## src/hw/rtl/process_state_queue_manager_defines.svh

```systemverilog
// Assertion macros used by the process state queue manager top level.
`ifndef PROCESS_STATE_QUEUE_MANAGER_DEFINES_SVH
`define PROCESS_STATE_QUEUE_MANAGER_DEFINES_SVH

// Same-cycle implication, checked at every rising clk outside reset.
`define PSQM_ASSERT_NOW(label, ante, cons, msg) \
  label: assert property (@(posedge clk) disable iff (!rst_n) (ante) |-> (cons)) \
    else $error(msg);

// Next-cycle implication, checked at every rising clk outside reset.
`define PSQM_ASSERT_NEXT(label, ante, cons, msg) \
  label: assert property (@(posedge clk) disable iff (!rst_n) (ante) |=> (cons)) \
    else $error(msg);

`endif

```

## src/hw/rtl/psqm_pkg.sv

```systemverilog
// Shared types and constants of the process state queue manager.
package psqm_pkg;

  localparam int CAPACITY_DEF = 16;
  localparam int NUM_Q        = 3;
  localparam int ID_W         = 16;
  localparam int REC_W        = 2 * ID_W;
  localparam int CNT_OUT_W    = 5;
  localparam int IN_TDATA_W   = 40;
  localparam int OUT_TDATA_W  = 56;

  typedef logic [1:0] qsel_t;

  localparam qsel_t Q_READY = 2'd0;
  localparam qsel_t Q_RUN   = 2'd1;
  localparam qsel_t Q_WAIT  = 2'd2;

  typedef enum logic [2:0] {
    CMD_CREATE  = 3'd0,
    CMD_EXECUTE = 3'd1,
    CMD_SUSPEND = 3'd2,
    CMD_WAKE    = 3'd3,
    CMD_BLOCK   = 3'd4,
    CMD_RUN     = 3'd5,
    CMD_CLEAR   = 3'd6
  } cmd_t;

  typedef enum logic [1:0] {
    ST_DONE  = 2'd0,
    ST_EMPTY = 2'd1,
    ST_FULL  = 2'd2
  } status_t;

  // Pointer/count update request from the sequencer to the queue state.
  typedef struct packed {
    logic  clear;
    logic  push_en;
    qsel_t push_q;
    logic  pop_en;
    qsel_t pop_q;
  } qupd_t;

endpackage

```

## src/hw/rtl/process_state_queue_manager.sv

```systemverilog
// Process state queue manager: top level with command sequencer and result register.
//
// Keeps three FIFO queues of process records (ready, running, waiting), each
// in its own CAPACITY-deep, 32-bit synchronous RAM. A request is handled in
// states S_IDLE and S_WORK: in the accept cycle the head entry of every queue
// is read; in S_WORK the sequencer checks counts, writes the moved or created
// record into the tail of its destination RAM, updates heads/tails/counts and
// loads the result register. The next request is accepted in the cycle after
// that write-back, so a new request is taken only once the last one is done;
// the write-back cycle waits as long as a previous result still sits
// unclaimed in the output register. Source and destination of a move are
// always different RAMs and requests do not overlap, so no forwarding is
// needed. RAM contents are not cleared at reset: counts gate every read, so
// the block is ready right out of reset. Counts are reported as 5 bits.
module process_state_queue_manager #(
  parameter int CAPACITY = psqm_pkg::CAPACITY_DEF
) (
  input  logic                                clk,
  input  logic                                rst_n,
  input  logic                                in_tvalid,
  output logic                                in_tready,
  // [2:0] cmd, [18:3] proc_id, [34:19] user_id, [39:35] zero
  input  logic [psqm_pkg::IN_TDATA_W-1:0]     in_tdata,
  output logic                                out_tvalid,
  input  logic                                out_tready,
  // [1:0] status, [17:2] moved_proc_id, [33:18] moved_user_id,
  // [38:34] ready_count, [43:39] running_count, [48:44] waiting_count,
  // [55:49] zero
  output logic [psqm_pkg::OUT_TDATA_W-1:0]    out_tdata
);
  import psqm_pkg::*;

`include "process_state_queue_manager_defines.svh"

  localparam int IDX_W = $clog2(CAPACITY);
  localparam int CNT_W = $clog2(CAPACITY + 1);
  localparam int SUM_W = CNT_W + 2;

  typedef enum logic {S_IDLE, S_WORK} state_t;

  state_t            state_r;
  cmd_t              cmd_r;
  logic [ID_W-1:0]   pid_r;
  logic [ID_W-1:0]   uid_r;
  logic              out_tvalid_r;
  logic [OUT_TDATA_W-1:0] out_tdata_r;

  logic [NUM_Q-1:0][IDX_W-1:0] heads, tails;
  logic [NUM_Q-1:0][CNT_W-1:0] counts, counts_nxt;
  logic [REC_W-1:0]            rd_rec [NUM_Q];

  logic        in_fire;
  logic        slot_free;
  logic        fire;
  qupd_t       upd;
  status_t     res_status;
  logic [REC_W-1:0] res_rec;
  qsel_t       src_q;
  logic        src_empty;
  logic [SUM_W-1:0] total;
  logic        full;

  assign in_tready = (state_r == S_IDLE);
  assign in_fire   = in_tvalid && in_tready;
  assign slot_free = !out_tvalid_r || out_tready;
  assign fire      = (state_r == S_WORK) && slot_free;

  // Queue pointers and counts
  psqm_qstate #(.CAPACITY(CAPACITY)) u_qstate (
    .clk        (clk),
    .rst_n      (rst_n),
    .upd_en     (fire),
    .upd        (upd),
    .heads      (heads),
    .tails      (tails),
    .counts     (counts),
    .counts_nxt (counts_nxt)
  );

  // One RAM per queue; every head is read on accept, the chosen one is used in S_WORK.
  for (genvar q = 0; q < NUM_Q; q++) begin : g_store
    psqm_ram #(.WIDTH(REC_W), .DEPTH(CAPACITY)) u_ram (
      .clk   (clk),
      .we    (fire && upd.push_en && upd.push_q == qsel_t'(q)),
      .waddr (tails[q]),
      .wdata (res_rec),
      .re    (in_fire),
      .raddr (heads[q]),
      .rdata (rd_rec[q])
    );
  end

  always_comb begin
    case (cmd_r)
      CMD_EXECUTE: src_q = Q_READY;
      CMD_WAKE:    src_q = Q_WAIT;
      default:     src_q = Q_RUN;
    endcase
  end

  assign src_empty = (counts[src_q] == '0);
  assign total     = SUM_W'(counts[Q_READY]) + SUM_W'(counts[Q_RUN]) + SUM_W'(counts[Q_WAIT]);
  assign full      = (total >= SUM_W'(CAPACITY));

  // Command decode: status, record and queue update for the write-back cycle
  always_comb begin
    upd        = '0;
    res_status = ST_DONE;
    res_rec    = '0;
    case (cmd_r)
      CMD_CREATE: begin
        if (full) begin
          res_status = ST_FULL;
        end else begin
          res_rec     = {uid_r, pid_r};
          upd.push_en = 1'b1;
          upd.push_q  = Q_READY;
        end
      end
      CMD_EXECUTE, CMD_SUSPEND, CMD_WAKE, CMD_BLOCK, CMD_RUN: begin
        if (src_empty) begin
          res_status = ST_EMPTY;
        end else begin
          res_rec    = rd_rec[src_q];
          upd.pop_en = 1'b1;
          upd.pop_q  = src_q;
          if (cmd_r != CMD_RUN) begin
            upd.push_en = 1'b1;
            upd.push_q  = (cmd_r == CMD_EXECUTE) ? Q_RUN :
                          (cmd_r == CMD_BLOCK)   ? Q_WAIT : Q_READY;
          end
        end
      end
      CMD_CLEAR: begin
        upd.clear = 1'b1;
      end
      default: begin
      end
    endcase
  end

  always_ff @(posedge clk) begin
    if (!rst_n) begin
      state_r      <= S_IDLE;
      out_tvalid_r <= 1'b0;
    end else begin
      case (state_r)
        S_IDLE: begin
          if (in_fire) begin
            state_r <= S_WORK;
          end
        end
        S_WORK: begin
          if (slot_free) begin
            state_r <= S_IDLE;
          end
        end
        default: state_r <= S_IDLE;
      endcase
      if (fire) begin
        out_tvalid_r <= 1'b1;
      end else if (out_tready) begin
        out_tvalid_r <= 1'b0;
      end
    end
  end

  // Request and result payload
  always_ff @(posedge clk) begin
    if (in_fire) begin
      cmd_r <= cmd_t'(in_tdata[2:0]);
      pid_r <= in_tdata[18:3];
      uid_r <= in_tdata[34:19];
    end
    if (fire) begin
      out_tdata_r <= {7'd0,
                      CNT_OUT_W'(counts_nxt[Q_WAIT]),
                      CNT_OUT_W'(counts_nxt[Q_RUN]),
                      CNT_OUT_W'(counts_nxt[Q_READY]),
                      res_rec,
                      res_status};
    end
  end

  assign out_tvalid = out_tvalid_r;
  assign out_tdata  = out_tdata_r;

  `PSQM_ASSERT_NOW(a_total_in_capacity, 1'b1, total <= SUM_W'(CAPACITY), "queue total above capacity")
  `PSQM_ASSERT_NEXT(a_accept_to_work, in_fire, state_r == S_WORK, "accepted request not in work")
  `PSQM_ASSERT_NOW(a_fail_no_record, out_tvalid && out_tdata[1:0] != ST_DONE, out_tdata[33:2] == '0, "record reported on failed request")
  `PSQM_ASSERT_NEXT(a_clear_empties, fire && cmd_r == CMD_CLEAR, counts == '0, "clear left records behind")

endmodule

```

## src/hw/rtl/psqm_ram.sv

```systemverilog
// Generic single-write, single-read synchronous RAM with registered read.
module psqm_ram #(
  parameter int WIDTH = 32,
  parameter int DEPTH = 16
) (
  input  logic                     clk,
  input  logic                     we,
  input  logic [$clog2(DEPTH)-1:0] waddr,
  input  logic [WIDTH-1:0]         wdata,
  input  logic                     re,
  input  logic [$clog2(DEPTH)-1:0] raddr,
  output logic [WIDTH-1:0]         rdata
);

  logic [WIDTH-1:0] mem_r [DEPTH];
  logic [WIDTH-1:0] rdata_r;

  always_ff @(posedge clk) begin
    if (we) begin
      mem_r[waddr] <= wdata;
    end
    if (re) begin
      rdata_r <= mem_r[raddr];
    end
  end

  assign rdata = rdata_r;

endmodule

```

## src/hw/rtl/psqm_qstate.sv

```systemverilog
// Head, tail and count registers of the three process queues.
module psqm_qstate #(
  parameter int CAPACITY = psqm_pkg::CAPACITY_DEF
) (
  input  logic                                                clk,
  input  logic                                                rst_n,
  input  logic                                                upd_en,
  input  psqm_pkg::qupd_t                                     upd,
  output logic [psqm_pkg::NUM_Q-1:0][$clog2(CAPACITY)-1:0]    heads,
  output logic [psqm_pkg::NUM_Q-1:0][$clog2(CAPACITY)-1:0]    tails,
  output logic [psqm_pkg::NUM_Q-1:0][$clog2(CAPACITY+1)-1:0]  counts,
  output logic [psqm_pkg::NUM_Q-1:0][$clog2(CAPACITY+1)-1:0]  counts_nxt
);
  import psqm_pkg::*;

  localparam int IDX_W = $clog2(CAPACITY);
  localparam int CNT_W = $clog2(CAPACITY + 1);
  localparam logic [IDX_W-1:0] LAST_IDX = IDX_W'(CAPACITY - 1);

  logic [NUM_Q-1:0][IDX_W-1:0] heads_r, heads_nxt;
  logic [NUM_Q-1:0][IDX_W-1:0] tails_r, tails_nxt;
  logic [NUM_Q-1:0][CNT_W-1:0] counts_r;

  function automatic logic [IDX_W-1:0] wrap_inc(input logic [IDX_W-1:0] idx);
    wrap_inc = (idx == LAST_IDX) ? '0 : idx + 1'b1;
  endfunction

  always_comb begin
    heads_nxt  = heads_r;
    tails_nxt  = tails_r;
    counts_nxt = counts_r;
    if (upd_en) begin
      if (upd.clear) begin
        heads_nxt  = '0;
        tails_nxt  = '0;
        counts_nxt = '0;
      end else begin
        for (int q = 0; q < NUM_Q; q++) begin
          if (upd.push_en && upd.push_q == qsel_t'(q)) begin
            tails_nxt[q]  = wrap_inc(tails_r[q]);
            counts_nxt[q] = counts_r[q] + 1'b1;
          end
          if (upd.pop_en && upd.pop_q == qsel_t'(q)) begin
            heads_nxt[q]  = wrap_inc(heads_r[q]);
            counts_nxt[q] = counts_r[q] - 1'b1;
          end
        end
      end
    end
  end

  always_ff @(posedge clk) begin
    if (!rst_n) begin
      heads_r  <= '0;
      tails_r  <= '0;
      counts_r <= '0;
    end else begin
      heads_r  <= heads_nxt;
      tails_r  <= tails_nxt;
      counts_r <= counts_nxt;
    end
  end

  assign heads  = heads_r;
  assign tails  = tails_r;
  assign counts = counts_r;

endmodule

```

## config.mk

```make
export PLATFORM = sky130hd
export DESIGN_NAME = process_state_queue_manager
export DESIGN_NICKNAME = d
export VERILOG_FILES = /design/src/hw/rtl/psqm_pkg.sv /design/src/hw/rtl/process_state_queue_manager.sv /design/src/hw/rtl/psqm_ram.sv /design/src/hw/rtl/psqm_qstate.sv
export VERILOG_INCLUDE_DIRS = /design/src /design/src/hw/rtl
export SDC_FILE = /design/constraint.sdc
export NUM_CORES = 2
export LEC_CHECK = 0
export BUFFER_PORTS_ARGS = -buffer_cell sky130_fd_sc_hd__buf_2
export CAP_MARGIN = 20
export CORE_ASPECT_RATIO = 0.75
export CORE_MARGIN = 2
export CORE_UTILIZATION = 60
export DETAILED_ROUTE_END_ITERATION = 12
export GPL_ROUTABILITY_DRIVEN = 0
export PLACE_DENSITY_LB_ADDON = 0.12
export SLEW_MARGIN = 5
export SYNTH_ARGS = -nofsm -noshare
export SYNTH_HDL_FRONTEND = slang
export SYNTH_SLANG_ARGS = --single-unit
```

## constraint.sdc

```tcl
create_clock -name clk -period 10.35 [get_ports clk]
set_input_delay 2.07 -clock clk [delete_from_list [all_inputs] [get_ports clk]]
set_output_delay 2.07 -clock clk [all_outputs]
set_load 0.05 [all_outputs]
```

Word-level counts from Yosys, hierarchy flattened
Memories as Yosys holds them, arrays and structs flattened. A register that Yosys moved wholly into a read port is not among the register bits.
Index checks and enable logic that the tools add are counted.
{ "totals": {"n_memories": 3, "out_inout_bits": 58, "regBits": 125, "ram_bits": 1536, "in_bits": 44, "word_cells": 139} }
{ "classes": {"n_eq_ne": 17, "n_reduce_logical": 32, "n_addsub": 14, "magnitude_cmp": 3, "muxes": 53, "bitwise_logic": 2} }
{ "memory_table": {"columns": ["memory", "depth", "width", "read_ports", "rd_clocked_by_memory_dff", "write_ports", "line_no", "text"], "rows": [
  ["g_store[0].u_ram.mem_r", 16, 32, 1, 1, 1, "psqm_ram.sv:15", "logic [WIDTH-1:0] mem_r [DEPTH];"],
  ["g_store[1].u_ram.mem_r", 16, 32, 1, 1, 1, "psqm_ram.sv:15", null],
  ["g_store[2].u_ram.mem_r", 16, 32, 1, 1, 1, "psqm_ram.sv:15", null]
]} }
{ "ops": {"columns": ["op", "n"], "rows": [
  ["32-bit 2-to-1 mux", 4],
  ["32-bit binary-select mux with 2-bit select", 1],
  ["32-bit case mux with 2 select lines", 1],
  ["4-bit 2-to-1 mux", 12],
  ["5-bit 2-to-1 mux", 7],
  ["15-bit 2-to-1 mux", 2],
  ["4-bit by 1-bit adder with 4-bit output (second input constant)", 6],
  ["4-bit == test (second input constant)", 6],
  ["12-bit 2-to-1 mux", 2],
  ["5-bit by 1-bit adder with 5-bit output (second input constant)", 3],
  ["5-bit by 1-bit subtractor with 5-bit output (second input constant)", 3],
  ["2-bit nonzero test", 7],
  ["1-bit logical AND", 12],
  ["1-bit 2-to-1 mux", 12],
  ["2-bit AND reduction", 6],
  ["5-bit binary-select mux with 2-bit select", 1],
  ["3-bit == test (second input constant)", 3],
  ["3-bit 2-to-1 mux", 3],
  ["2-bit case mux with 2 select lines", 2],
  ["6-bit by 5-bit adder with 7-bit output", 1],
  ["7-bit by 5-bit >= comparator with 1-bit output (second input constant)", 1],
  ["5-bit by 5-bit adder with 6-bit output", 1],
  ["3-bit by 2-bit == test with 1-bit output (second input constant)", 2],
  ["2-bit 2-to-1 mux", 3],
  ["17 further kinds", 20]
]} }

Logic depth before layout (Yosys ltp)
{ "logic_depth": {"depth_word": 13, "mapped_depth": 10, "depth_no_buf": 9} }

Hierarchy
From an unflattened synthesis, not the netlist that was laid out.
{ "unflattened": {"cells_unflattened": 3099, "hier_area_um2": 67194.4} }
{ "modules_own_cells": {"columns": ["module", "area_per_inst_um2", "cells_per_inst", "seq_area_each_um2", "n_inst"], "rows": [
  ["psqm_ram at g_store[1].u_ram ...", 20174.3, 838, 16335.7, 2],
  ["psqm_ram at g_store[0].u_ram", 20155.6, 838, 16335.7, 1],
  ["process_state_queue_manager", 4357.9, 304, 2562.5, 1],
  ["psqm_qstate", 2332.2, 281, 780.7, 1]
]} }

Worst setup path after synthesis
OpenSTA, ideal clock, no wires.
{ "synth_path": {"path_kind": "input to register", "start": "input port in_tvalid", "end": "register cmd_r[0] (enable)", "t_required_ns": 9.711, "n_path_buf": 0, "stages": 1, "setup_time_ns": 0.639, "setup_slack_ns": 1.965, "t_arrival_ns": 7.746, "cell_sequence": "nor2b_1"} }
{ "synth_via": {"elab_chain_len": 1} }
{ "synth_rtl": {"columns": ["item", "line_no", "text"], "rows": [
  ["start: declaration", "process_state_queue_manager.sv:20", "input logic in_tvalid,"],
  ["1-bit logical AND", "process_state_queue_manager.sv:64", "assign in_fire = in_tvalid && in_tready;"],
  ["end signal: assignment", "process_state_queue_manager.sv:171", "cmd_r <= cmd_t'(in_tdata[2:0]);"],
  ["end: declaration", "process_state_queue_manager.sv:42", "cmd_t cmd_r;"]
]} }
Every way passes these cells.
A chain may end at the register's enable or synchronous reset.

Worst setup path after layout
{ "layout_path": {"start": "register u_qstate.counts_r, in the netlist u_qstate.counts[2]", "end": "memory g_store[0].u_ram.mem_r[11][16] (enable)"} }
{ "layout_via": {"elab_chain_len": 9, "word_cells_on_any_way": 14, "cone_classes": "add/sub (2); order compare (1); mux (7); reduce/logical (4)"} }
{ "layout_rtl": {"columns": ["item", "line_no", "text"], "rows": [
  ["start: declaration", "psqm_qstate.sv:22", "logic [NUM_Q-1:0][CNT_W-1:0] counts_r;"],
  ["start signal: assignment", "psqm_qstate.sv:60", "counts_r <= counts_nxt;"],
  ["5-bit by 5-bit adder with 6-bit output or 5-bit binary-select mux with 2-bit select (tied branches)", "process_state_queue_manager.sv:102, process_state_queue_manager.sv:101", null],
  ["6-bit by 5-bit adder with 7-bit output or 5-bit 2-to-1 mux (tied branches)", "process_state_queue_manager.sv:102, process_state_queue_manager.sv:101", null],
  ["7-bit by 5-bit >= comparator with 1-bit output or 5-bit zero test (tied branches)", "process_state_queue_manager.sv:103, process_state_queue_manager.sv:101", null],
  ["3-bit 2-to-1 mux or 6-bit 2-to-1 mux (tied branches)", "process_state_queue_manager.sv:112, process_state_queue_manager.sv:121", null],
  ["3-bit case mux with 2 select lines *", "process_state_queue_manager.sv:110", "case (cmd_r)"],
  ["1-bit logical AND or 2-bit zero test (tied branches)", "process_state_queue_manager.sv:84", ".we (fire && upd.push_en && upd.push_q == qsel_t'(q)),"],
  ["1-bit logical AND *", "process_state_queue_manager.sv:84", null],
  ["1-bit 2-to-1 mux *", "psqm_ram.sv:19", "if (we) begin"],
  ["1-bit 2-to-1 mux (implied by the code) *", "psqm_ram.sv:20", "mem_r[waddr] <= wdata;"],
  ["end: declaration", "psqm_ram.sv:15", null]
]} }
Mark *: on every way between the ends. The rest lies on a longest branch, timed or not. The select of a mux whose other input is x is not followed.

==> impl_metrics.json <==
{
  "ant_nets": 0,
  "clkTransAtPathRegs_ns": 0.06,
  "fp.dieArea_um2": 114000,
  "critPathCaptureType": "flip-flop",
  "synth_top_family_by_area": "multiplexers",
  "num_antenna_cells": 0,
  "post_cts_buffers": 0,
  "clock.fmax_ghz": 0.236,
  "path_class": "flip-flop to flip-flop",
  "cts_sinks": 1757,
  "numCtsBuffers": 159,
  "async_flop_share": 0,
  "tns_ns": 0,
  "whs_path_depth": 2,
  "reg2reg_to": "g_store[0].u_ram.mem_r[11][16]",
  "crit_chain": "fa_1 -> ha_1 -> a21o_1 -> a21o_1 -> a21oi_4 -> buf_4 -> o211ai_1 -> nor2b_4 -> buf_4",
  "coreArea_um2": 111000,
  "stdcell_area_um2": 75400,
  "fp.dieW_um": 390,
  "initial_core_util": 0.603,
  "worst-r2r-setup-slack_ns": 6.11,
  "io_pins": 102,
  "reg2reg_from": "u_qstate.counts[2]",
  "routed_wirelength_mm": 151,
  "antenna_found_initial": 1,
  "crit_arrival_ns": 4.64,
  "finalClockSkew_ns": 0.0301,
  "fin_crit_ns": 4.24,
  "grt_pass1_vias": 31500,
  "cp_max_fo": 38,
  "slowest_stage": "buf_4",
  "hpwl_mm": 81.1,
  "first_iter_violations": 3596,
  "syn-cell-area_um2": 66900,
  "avgSynthCellArea_um2": 23.0,
  "die-height_um": 293,
  "ys.flop_type": "edfxtp_1",
  "worst_ep_required_time_ns": 10.75,
  "max_cap_viol_count": 0,
  "vdd_ir_drop_max_uv": 162,
  "drc": 0,
  "synth_fa_ha_area_frac": 0.00647,
  "start_kind": "flip-flop",
  "cts_max_path_buffers": 3,
  "yosys-mux-area-fraction": 0.165,
  "synthToLayoutAreaGrowth_pct": 12.6,
  "status": "complete, no violations",
  "grt_pass1_wl_mm": 218,
  "numPortBuffers": 89,
  "yosysWarnings": 0,
  "setup_viol": 0,
  "min-delay-start": "u_qstate.counts[4]",
  "fill_cells": 6655,
  "final_common_cell": "edfxtp_1",
  "grt_max_degree": 107,
  "holdCritPathClass": "flip-flop to flip-flop",
  "ys_seq_area_frac": 0.782,
  "tightest_slew_ns": 1.20,
  "p_leak_uw": 0.0235,
  "slew_headroom": 0.191,
  "cts-resized-gates": 0,
  "critical_path.top_delay_family": "buffers and inverters",
  "ys_types": 63,
  "drt-pass1-iter-count": 5,
  "grtUsageTotal": 0.270,
  "seq_area_um2": 52400,
  "root_buffer": "clkbuf_16",
  "tritoncts": "done",
  "min_to": "u_qstate.counts[4]",
  "finalNonFillerCells": 4704,
  "vias": 31400,
  "drive_gt1_frac": 0.305,
  "cpPeakStageDelay_ns": 0.55,
  "most-common-layout-cells": "1716 x edfxtp_1, 480 x mux4_2, 163 x clkbuf_16, 89 x buf_2, 86 x nand2_1",
  "hold-worst-slack_ns": 0.605,
  "min_period_over_period": 0.410,
  "synth_edf_count": 1716,
  "fin_util": 0.679,
  "hold_buffers": 0,
  "maxSlewViolCount": 0,
  "reg2reg_depth": 9,
  "power_density_nw_per_um2": 194,
  "synth.ff_latch_count": 1757,
  "hold_viol": 0,
  "row_count": 106,
  "synth-compound-area-share": 0.0160,
  "viasPerCell": 6.68,
  "rsz0062_at_grt": "false",
  "path_buf_inv": 2,
  "synth_xor_area_frac": 0.000785,
  "drt-wirelength-per-cell_um": 32.0,
  "synth-simple-area-share": 0.0190,
  "h-tree-depth": 4,
  "multi_input_area_um2": 14400,
  "placedCellCount": 4391,
  "post_dp_cell_area_um2": 69800,
  "clk_latency_ns": 0.78,
  "overflow": 0,
  "final_nets": 3188,
  "syn_inst": 2909
}
[cell families after synthesis]
kind of cell	count (synthesis)
AO/OA/AOI/OAI	162
AND/OR/NAND/NOR	272
buffers and inverters	176
multiplexers	504
other	1
adder cells (fa/ha/maj)	31
flip-flops	1757
XOR/XNOR	6
[registers in the layout (all words and copies together), names as in the netlist, 3 cells and up]
register and flops:
u_qstate.heads 12, g_store.u_ram.rdata 96, pid_r 16, g_store.u_ram.mem_r 1536, uid_r 16, out_tdata 49
u_qstate.tails 12, u_qstate.counts 15, cmd_r 3
[tightest hold or removal path: cells and delay by family, from the launching register on]
kind             cells  cell delay, ns
flip-flops           1            0.39
AND/OR/NAND/NOR      1            0.09
multiplexers         1            0.07
[per-layer routing]
| metal | vias up | track usage | routed length (µm) |
|---|---|---|---|
| li1 | 12700 | - | - |
| met1 | 16900 | 0.416 | 62400 |
| met2 | 1593 | 0.410 | 71500 |
| met3 | 231 | 0.0434 | 12900 |
| met4 | 0 | 0.0808 | 3790 |
| met5 | - | 0 | 0 |
[where the power goes]
group	internal [µW]	switching, µW	total [µW]
logic	186	529	715
registers	8050	43.5	8090
clock network	3280	2530	5810
[synth_stat cells, types with 4 or more instances]
master,count,share of area
mux2i_1,23,0.0034
a222oi_1,13,0.0019
buf_1,41,0.0023
nand3_1,15,0.0011
a31oi_1,7,0.00065
nor2_1,73,0.0041
nand2_1,86,0.0048
o21ai_0,48,0.0036
a41oi_1,4,0.00052
inv_1,19,0.0011
nor3_1,24,0.0018
and2_1,15,0.0014
and3_1,13,0.0012
dfxtp_1,41,0.012
clkbuf_1,105,0.0059
a21boi_0,4,0.00045
nand4_1,5,0.00047
nand2b_1,11,0.0010
nor2b_1,14,0.0013
a21oi_1,40,0.0030
xor2_1,4,0.00052
ha_1,25,0.0047
or3_1,5,0.00047
edfxtp_1,1716,0.77
mux4_2,480,0.16
fa_1,6,0.0018
buf_4,7,0.00079
a22oi_1,7,0.00079
a32oi_1,4,0.00052
[stage by stage]
step / power (µW) / setup WS, ns
finish: 14600 / 6.11
global route: 15000 / 5.91
CTS: 14700 / 6.12
detailed placement: 8920 / 5.48
global placement: 8880 / 5.61
floorplan: 8640 / 1.97
[worst max path at each step]
stage | slack, ns | to | depth (start not counted) | startpoint
finish | 6.11 | g_store[0].u_ram.mem_r[11][16] | 9 | u_qstate.counts[2]
floorplan | 1.97 | cmd_r[0] | 1 | in_tvalid
detailed placement | 5.48 | g_store[2].u_ram.mem_r[1][4] | 8 | out_tready
CTS | 6.12 | g_store[0].u_ram.mem_r[11][1] | 9 | u_qstate.counts[7]
global placement | 5.61 | g_store[2].u_ram.mem_r[3][13] | 8 | out_tready
global route | 5.91 | g_store[0].u_ram.mem_r[11][22] | 10 | u_qstate.counts[6]
[cell type report]
| type | count | share of cell area |
|---|---|---|
| flip-flops and latches | 1757 | 0.695 |
| multi-input cells | 982 | 0.191 |
| clock buffers | 199 | 0.0560 |
| well taps | 1458 | 0.0242 |
| repair buffers | 194 | 0.0205 |
| clock inverters | 95 | 0.0122 |
| inverters | 19 | 0.000946 |
(Power assumes the default switching activity.)
